**src/rtl/sqlsplit_pkg.sv**
```systemverilog
// sqlsplit_pkg: shared types, character constants and the plain-text decode function
`default_nettype none
package sqlsplit_pkg;

  // scan modes, one-hot
  typedef enum logic [5:0] {
    MODE_PLAIN   = 6'b000001,
    MODE_SQUOTE  = 6'b000010,
    MODE_DQUOTE  = 6'b000100,
    MODE_SEMI    = 6'b001000,
    MODE_DASH    = 6'b010000,
    MODE_COMMENT = 6'b100000
  } mode_t;

  // characters the scanner reacts to
  localparam logic [7:0] CH_SQUOTE  = 8'h27;
  localparam logic [7:0] CH_DQUOTE  = 8'h22;
  localparam logic [7:0] CH_SEMI    = 8'h3B;
  localparam logic [7:0] CH_DASH    = 8'h2D;
  localparam logic [7:0] CH_HASH    = 8'h23;
  localparam logic [7:0] CH_BSLASH  = 8'h5C;
  localparam logic [7:0] CH_NEWLINE = 8'h0A;
  localparam logic [7:0] CH_TAB     = 8'h09;
  localparam logic [7:0] CH_SPACE   = 8'h20;

  // one result item
  typedef struct packed {
    logic [7:0] data;
    logic       stmt_end;
    logic       last;
  } item_t;

  // decode of one input byte
  typedef struct packed {
    logic [1:0] cnt;
    item_t      r0;
    item_t      r1;
    mode_t      mode_nxt;
    logic       empty_nxt;
  } dec_t;

  // outcome of plain-text handling
  typedef struct packed {
    logic  emit;
    mode_t mode;
  } plain_t;

  function automatic plain_t plain_step(input logic [7:0] c, input logic empty);
    plain_t p;
    p.emit = 1'b0;
    p.mode = MODE_PLAIN;
    priority if (c == CH_SQUOTE) begin
      p.emit = 1'b1;
      p.mode = MODE_SQUOTE;
    end else if (c == CH_DQUOTE) begin
      p.emit = 1'b1;
      p.mode = MODE_DQUOTE;
    end else if (c == CH_SEMI) begin
      p.mode = MODE_SEMI;
    end else if (c == CH_DASH) begin
      p.mode = MODE_DASH;
    end else if (c == CH_HASH) begin
      p.mode = MODE_COMMENT;
    end else begin
      // skip leading whitespace of a statement
      p.emit = !(empty && (c == CH_SPACE || c == CH_TAB || c == CH_NEWLINE));
    end
    return p;
  endfunction

endpackage
`default_nettype wire

```
**src/rtl/sqlsplit_decode.sv**
```systemverilog
// sqlsplit_decode: next-state and result decode for one script byte
`default_nettype none
module sqlsplit_decode
  import sqlsplit_pkg::*;
(
  input  wire logic [7:0] c,
  input  wire logic [7:0] prev,
  input  mode_t           mode,
  input  wire logic       empty,
  output dec_t            res
);

  plain_t p_cur;
  plain_t p_fresh;

  // plain handling with the current and with a fresh statement
  assign p_cur   = plain_step(c, empty);
  assign p_fresh = plain_step(c, 1'b1);

  always_comb begin
    res.cnt       = 2'd0;
    res.r0        = '{data: c, stmt_end: 1'b0, last: 1'b0};
    res.r1        = '{data: c, stmt_end: 1'b0, last: 1'b1};
    res.mode_nxt  = mode;
    res.empty_nxt = empty;
    unique case (mode)
      MODE_SQUOTE: begin
        res.cnt       = 2'd1;
        res.empty_nxt = 1'b0;
        if (c == CH_SQUOTE && prev != CH_BSLASH) res.mode_nxt = MODE_PLAIN;
      end
      MODE_DQUOTE: begin
        res.cnt       = 2'd1;
        res.empty_nxt = 1'b0;
        if (c == CH_DQUOTE && prev != CH_BSLASH) res.mode_nxt = MODE_PLAIN;
      end
      MODE_SEMI: begin
        // marker first, then the byte as plain text of a new statement
        res.r0.data     = '0;
        res.r0.stmt_end = 1'b1;
        res.mode_nxt    = p_fresh.mode;
        if (p_fresh.emit) begin
          res.cnt       = 2'd2;
          res.empty_nxt = 1'b0;
        end else begin
          res.cnt       = 2'd1;
          res.empty_nxt = 1'b1;
        end
      end
      MODE_DASH: begin
        if (c != CH_DASH) begin
          // held dash goes out with the byte behind it
          res.r0.data   = CH_DASH;
          res.cnt       = 2'd2;
          res.empty_nxt = 1'b0;
          res.mode_nxt  = MODE_PLAIN;
        end else begin
          res.mode_nxt = MODE_COMMENT;
        end
      end
      MODE_COMMENT: begin
        if (c == CH_NEWLINE) res.mode_nxt = MODE_PLAIN;
      end
      default: begin
        res.mode_nxt = p_cur.mode;
        if (p_cur.emit) begin
          res.cnt       = 2'd1;
          res.empty_nxt = 1'b0;
        end
      end
    endcase
    res.r0.last = (res.cnt == 2'd1);
  end

endmodule
`default_nettype wire

```
**src/rtl/sql_statement_splitter.sv**
```systemverilog
// sql_statement_splitter: top level with input register, scanner state and result queue
// an accepted byte waits in the input register; its decoded results go to the result queue
// throughput: one byte per cycle while bytes give at most one result each and the output
//   is not stalled; a byte giving two results sends them in turn on the one-result-per-cycle port
// the four-entry result queue parts the input side from a stalled output
// reset: synchronous, active low; plain-text mode, previous byte zero, statement empty, queue empty
`default_nettype none
module sql_statement_splitter
  import sqlsplit_pkg::*;
(
  input  wire logic       clk,
  input  wire logic       rst_n,
  input  wire logic       in_tvalid,
  output logic            in_tready,
  input  wire logic [7:0] in_tdata,   // [7:0] text_byte
  output logic            out_tvalid,
  input  wire logic       out_tready,
  output logic [7:0]      out_tdata,  // [7:0] out_byte
  output logic            out_tuser,  // [0] statement_end
  output logic            out_tlast   // last_of_run
);

  localparam int QDEPTH = 4;

  logic        in_vld_r;
  logic [7:0]  in_byte_r;
  mode_t       mode_r;
  logic [7:0]  prev_r;
  logic        empty_r;
  item_t       q_r [QDEPTH];
  logic [1:0]  wr_ptr_r;
  logic [1:0]  rd_ptr_r;
  logic [2:0]  cnt_r;
  logic [2:0]  cnt_nxt;
  dec_t        res;
  logic        room;
  logic        adv;
  logic        pop;
  logic [2:0]  push_n;

  // decode of the registered byte
  sqlsplit_decode u_dec (
    .c     (in_byte_r),
    .prev  (prev_r),
    .mode  (mode_r),
    .empty (empty_r),
    .res   (res)
  );

  // handshake
  assign room      = (cnt_r <= 3'(QDEPTH - 2));
  assign adv       = in_vld_r && room;
  assign in_tready = !in_vld_r || room;
  assign pop       = out_tvalid && out_tready;
  assign push_n    = adv ? {1'b0, res.cnt} : 3'd0;
  assign cnt_nxt   = cnt_r + push_n - {2'b00, pop};

  // input register
  always_ff @(posedge clk) begin
    if (!rst_n) begin
      in_vld_r <= 1'b0;
    end else if (in_tready) begin
      in_vld_r <= in_tvalid;
    end
  end

  always_ff @(posedge clk) begin
    if (in_tvalid && in_tready) in_byte_r <= in_tdata;
  end

  // scanner state
  always_ff @(posedge clk) begin
    if (!rst_n) begin
      mode_r  <= MODE_PLAIN;
      prev_r  <= '0;
      empty_r <= 1'b1;
    end else if (adv) begin
      mode_r  <= res.mode_nxt;
      prev_r  <= in_byte_r;
      empty_r <= res.empty_nxt;
    end
  end

  // result queue storage
  always_ff @(posedge clk) begin
    if (adv && res.cnt != 2'd0) q_r[wr_ptr_r] <= res.r0;
    if (adv && res.cnt == 2'd2) q_r[wr_ptr_r + 2'd1] <= res.r1;
  end

  // result queue pointers
  always_ff @(posedge clk) begin
    if (!rst_n) begin
      wr_ptr_r <= '0;
      rd_ptr_r <= '0;
      cnt_r    <= '0;
    end else begin
      wr_ptr_r <= wr_ptr_r + push_n[1:0];
      if (pop) rd_ptr_r <= rd_ptr_r + 2'd1;
      cnt_r <= cnt_nxt;
    end
  end

  // output side
  assign out_tvalid = (cnt_r != 3'd0);
  assign out_tdata  = q_r[rd_ptr_r].data;
  assign out_tuser  = q_r[rd_ptr_r].stmt_end;
  assign out_tlast  = q_r[rd_ptr_r].last;

  // checks
  a_cnt_bound: assert property (@(posedge clk) disable iff (!rst_n)
    cnt_r <= 3'(QDEPTH))
    else $error("result queue overfilled");

  a_hold_input: assert property (@(posedge clk) disable iff (!rst_n)
    in_vld_r && !room |=> in_vld_r && $stable(in_byte_r))
    else $error("stalled byte lost");

  a_pair_last: assert property (@(posedge clk) disable iff (!rst_n)
    adv && res.cnt == 2'd2 |-> !res.r0.last && res.r1.last)
    else $error("last flag on wrong result of a pair");

  a_marker_zero: assert property (@(posedge clk) disable iff (!rst_n)
    out_tvalid && out_tuser |-> out_tdata == 8'h00)
    else $error("marker carries data");

  a_empty_after_marker: assert property (@(posedge clk) disable iff (!rst_n)
    adv && mode_r == MODE_SEMI && res.cnt == 2'd1 |=> empty_r)
    else $error("statement not empty after marker");

endmodule
`default_nettype wire

```
**config.mk**
```make
export PLATFORM = sky130hd
export DESIGN_NAME = sql_statement_splitter
export DESIGN_NICKNAME = d
export VERILOG_FILES = /design/src/rtl/sqlsplit_pkg.sv /design/src/rtl/sqlsplit_decode.sv /design/src/rtl/sql_statement_splitter.sv
export SDC_FILE = /design/constraint.sdc
export NUM_CORES = 1
export LEC_CHECK = 0
export BUFFER_PORTS_ARGS = -buffer_cell sky130_fd_sc_hd__buf_2
export CAP_MARGIN = 10
export CORE_MARGIN = 3
export CORE_UTILIZATION = 50
export CTS_BUF_LIST = sky130_fd_sc_hd__clkbuf_16
export CTS_CLUSTER_SIZE = 8
export DETAILED_ROUTE_END_ITERATION = 12
export MAX_ROUTING_LAYER = met4
export PLACE_DENSITY = 0.68
export SLEW_MARGIN = 15
export SYNTH_ARGS = -nofsm -noshare
export SYNTH_HDL_FRONTEND = slang
export SYNTH_SLANG_ARGS = --single-unit
```
**constraint.sdc**
```tcl
create_clock -name clk -period 3.75 [get_ports clk]
set_clock_uncertainty 0.1 [all_clocks]
set_input_delay 0.75 -clock clk [delete_from_list [all_inputs] [get_ports clk]]
set_output_delay 0.75 -clock clk [all_outputs]
set_load 0.05 [all_outputs]
```
==> flow_metrics.tcl <==
set metrics [dict create \
    filler_cell_count 575 \
    synth.area.mux_share_pct 7.57 \
    fmax_ghz 0.297 \
    clk_pin_slew_worst_paths_ps 60 \
    yosys-top-cells-area "sky130_fd_sc_hd__edfxtp_1 (33%), sky130_fd_sc_hd__dfxtp_1 (18%), sky130_fd_sc_hd__mux4_2 (6.2%)" \
    critical_path_class "flip-flop to flip-flop" \
    hpwlAfterDp_mm 5.52 \
    gp_congestion 0.915 \
    cts_root_buf "sky130_fd_sc_hd__clkbuf_16" \
    grt_max_degree 25 \
    area_growth_syn_to_layout_pct 12.6 \
    mostFrequentLayoutCell "sky130_fd_sc_hd__edfxtp_1" \
    setup_viol_count_final 0 \
    crit_required_ps 3880 \
    final_nets 369 \
    synth-async-reset-ratio_pct 0 \
    peakVddDrop_mv 0.239 \
    globalRouteMet3Util_pct 4.97 \
    max-cap-violations 0 \
    postRouteAntennaNets 0 \
    grt_pass1_wl_mm 12.4 \
    timing_worst_slew_pin_value_ps 752 \
    grt_setup_unrepaired "no" \
    hold_viol 0 \
    met1_usage_pct 26.9 \
    leakagePower_nw 1.62 \
    netlist.top_cell.by_area "sky130_fd_sc_hd__edfxtp_1" \
    timing.critical_path.from_type "flip-flop" \
    holdCritPathClass "flip-flop to flip-flop" \
    buffer_ports.inserted 23 \
    yosys.cell_types.count 55 \
    number_of_enable_flip_flop_cells_after_synthesis 40 \
    post-route-drc-count 0 \
    cts_sinks 73 \
    post_synth_instance_area_sq_mm 0.00364 \
    cp-end-kind "flip-flop" \
    cts_hold_buffers 0 \
    netlist_instances 334 \
    first_global_vias 2440 \
    post-route-min-period_ps 3370 \
    run_status "finished clean" \
    post_synth_fa_ha_maj_area_fraction_pct 1.93 \
    finalSetupTns_ps 0 \
    post-cts-setup-buffers 0 \
    clock_path_buffers 2 \
    die_y_um 91.3 \
    die_footprint_sq_mm 0.00834 \
    grt.total_usage_pct 19.5 \
    yosys.area.top_type_share_pct 33.0 \
    placementRows 30 \
    insertedDiodeCount 0 \
    tritoncts_clock_tree "yes" \
    yosys_warnings 0 \
    postCtsResizedCells 0 \
    wire_per_inst_um 16.4 \
    ys_seq_elements 73 \
    detailedRoute.firstPassIterationCount 4 \
    critPathMaxFanout 12 \
    final_routed_wirelength_mm 7.45 \
    clk_latency_ps 330 \
    tritoncts.num_buffers 9 \
    fraction_of_the_mapped_netlist_area_in_compound_gates_pct 13.4 \
    maxSlewViolCount 0 \
    globalRoute.totalOverflow 0 \
    core_area_sq_mm 0.00691 \
    number_of_vias_per_cell_after_detailed_routing 5.61 \
    detailroute.via_count 2542 \
    grt_use_met2_pct 28.0 \
    gr-max-usage-layer "met2" \
    critical_path_arrival_ps 3490 \
    final_cell_mix "sky130_fd_sc_hd__edfxtp_1 (40), sky130_fd_sc_hd__dfxtp_1 (33), sky130_fd_sc_hd__nor2_1 (29), sky130_fd_sc_hd__nand2_1 (29), sky130_fd_sc_hd__buf_2 (23)" \
    ys_seq_area_share_pct 51.2 \
    p_per_area_mw_per_mm2 608 \
    pin_count 24 \
    die_w_um 91.3 \
    postSynth.topFlopCell "sky130_fd_sc_hd__edfxtp_1" \
    synth_xor_xnor_area_share_pct 2.17 \
    avgSynthCellArea_sq_um 10.9 \
    htree_num_levels 3 \
    mappedNetlistNets 351 \
    initial_utilization_pct 52.7 \
    slew_headroom_pct 49.5 \
    postLayoutCoreUtil_pct 59.3 \
    antenna_violations_before_repair 0 \
    first_iteration_detailed_routing_drc_count 232 \
    synthSimpleGateAreaFrac_pct 19.7 \
    main_combinational_cell_family_by_area_after_synthesis "simple AND/OR/NAND/NOR gates" \
    timing.final.crit_share_pct 89.8 \
    drive_above_1_share_pct 18.8 \
]
-- worst max-delay path: stages, from the launching register on --
cell	delay [ps]
sky130_fd_sc_hd__edfxtp_1	580
sky130_fd_sc_hd__nand4bb_1	330
sky130_fd_sc_hd__o21ai_1	390
sky130_fd_sc_hd__a21oi_1	170
sky130_fd_sc_hd__a21oi_2	270
sky130_fd_sc_hd__inv_1	110
sky130_fd_sc_hd__ha_1	280
sky130_fd_sc_hd__inv_1	40
sky130_fd_sc_hd__ha_1	180
sky130_fd_sc_hd__fa_1	380
sky130_fd_sc_hd__xnor2_1	200
sky130_fd_sc_hd__xnor2_1	80
sky130_fd_sc_hd__and2_1	150
-- sequential cells by signal (all words and copies together) (netlist names), named ones only --
register   flops
in_vld_r       1
prev_r         8
rd_ptr_r       2
wr_ptr_r       2
cnt_r          3
in_byte_r      8
empty_r        1
mode_r         6
q_r           40
-- kinds of logic (layout without fill, tap and decap cells) --
group | Yosys count | count (layout)
mux | 15 | 15
buf+inv | 36 | 59
simple gates | 132 | 132
compound gates | 64 | 64
xor+xnor | 9 | 9
flops | 73 | 73
fa+ha+maj | 5 | 5
-- routing by layer --
metal  part of all wire [%]  wire, um  vias up
li1                       -         -     1249
met1                     49      3630     1227
met2                     46      3420       53
met3                    3.7       277       13
met4                    1.8       131        0
met5                      0         0        -
-- power by group --
part,internal [mW],switching (mW)
combinational,0.240,0.382
clock,0.508,0.319
sequential,0.942,0.102
total,1.69,0.803
-- Yosys cell counts, drive strengths merged (8+ instances only) --
cell type / instances
o21ai: 16
clkbuf: 10
nor2: 30
nand2: 29
nand3: 8
inv: 18
nor2b: 9
and2: 20
a21boi: 9
mux4: 10
edfxtp: 40
a21o: 11
buf: 8
a21oi: 9
dfxtp: 33
-- final cells by class --
cell class,count,area [sq um],share of cell area (%)
sequential,73,1860,45.4
multi-input combinational,225,1630,39.8
clock buffer,9,225,5.50
timing repair buffer,25,130,3.18
tap,96,120,2.93
inverter,18,67.6,1.65
clock inverter,7,63.8,1.56
-- worst paths after layout --
check	slack (ps)	from	endpoint	depth (start not counted)
setup / recovery	380	in_byte_r[0]$_DFFE_PP_	cnt_r[2]$_SDFF_PN0_	12
hold / removal	360	q_r[0][1]$_SDFFE_PP0N_	q_r[0][1]$_SDFFE_PP0N_	2
setup reg to reg	380	in_byte_r[0]$_DFFE_PP_	cnt_r[2]$_SDFF_PN0_	12
hold reg to reg	360	q_r[0][1]$_SDFFE_PP0N_	q_r[0][1]$_SDFFE_PP0N_	2
-- through the flow --
stage / setup WS, ps / power [mW] / area, sq um / hold WS (ps) / instances
2_1_floorplan: 755 / 1.55 / 3640 / 323 / 334
3_3_place_gp: 578 / 1.67 / 3810 / 348 / 437
3_5_place_dp: 446 / 1.68 / 3810 / 353 / 437
4_1_cts: 420 / 2.51 / 4100 / 361 / 453
5_1_grt: 161 / 2.61 / 4100 / 385 / 453
6_report: 383 / 2.49 / 4100 / 361 / 453
(Power assumes the default switching activity.)
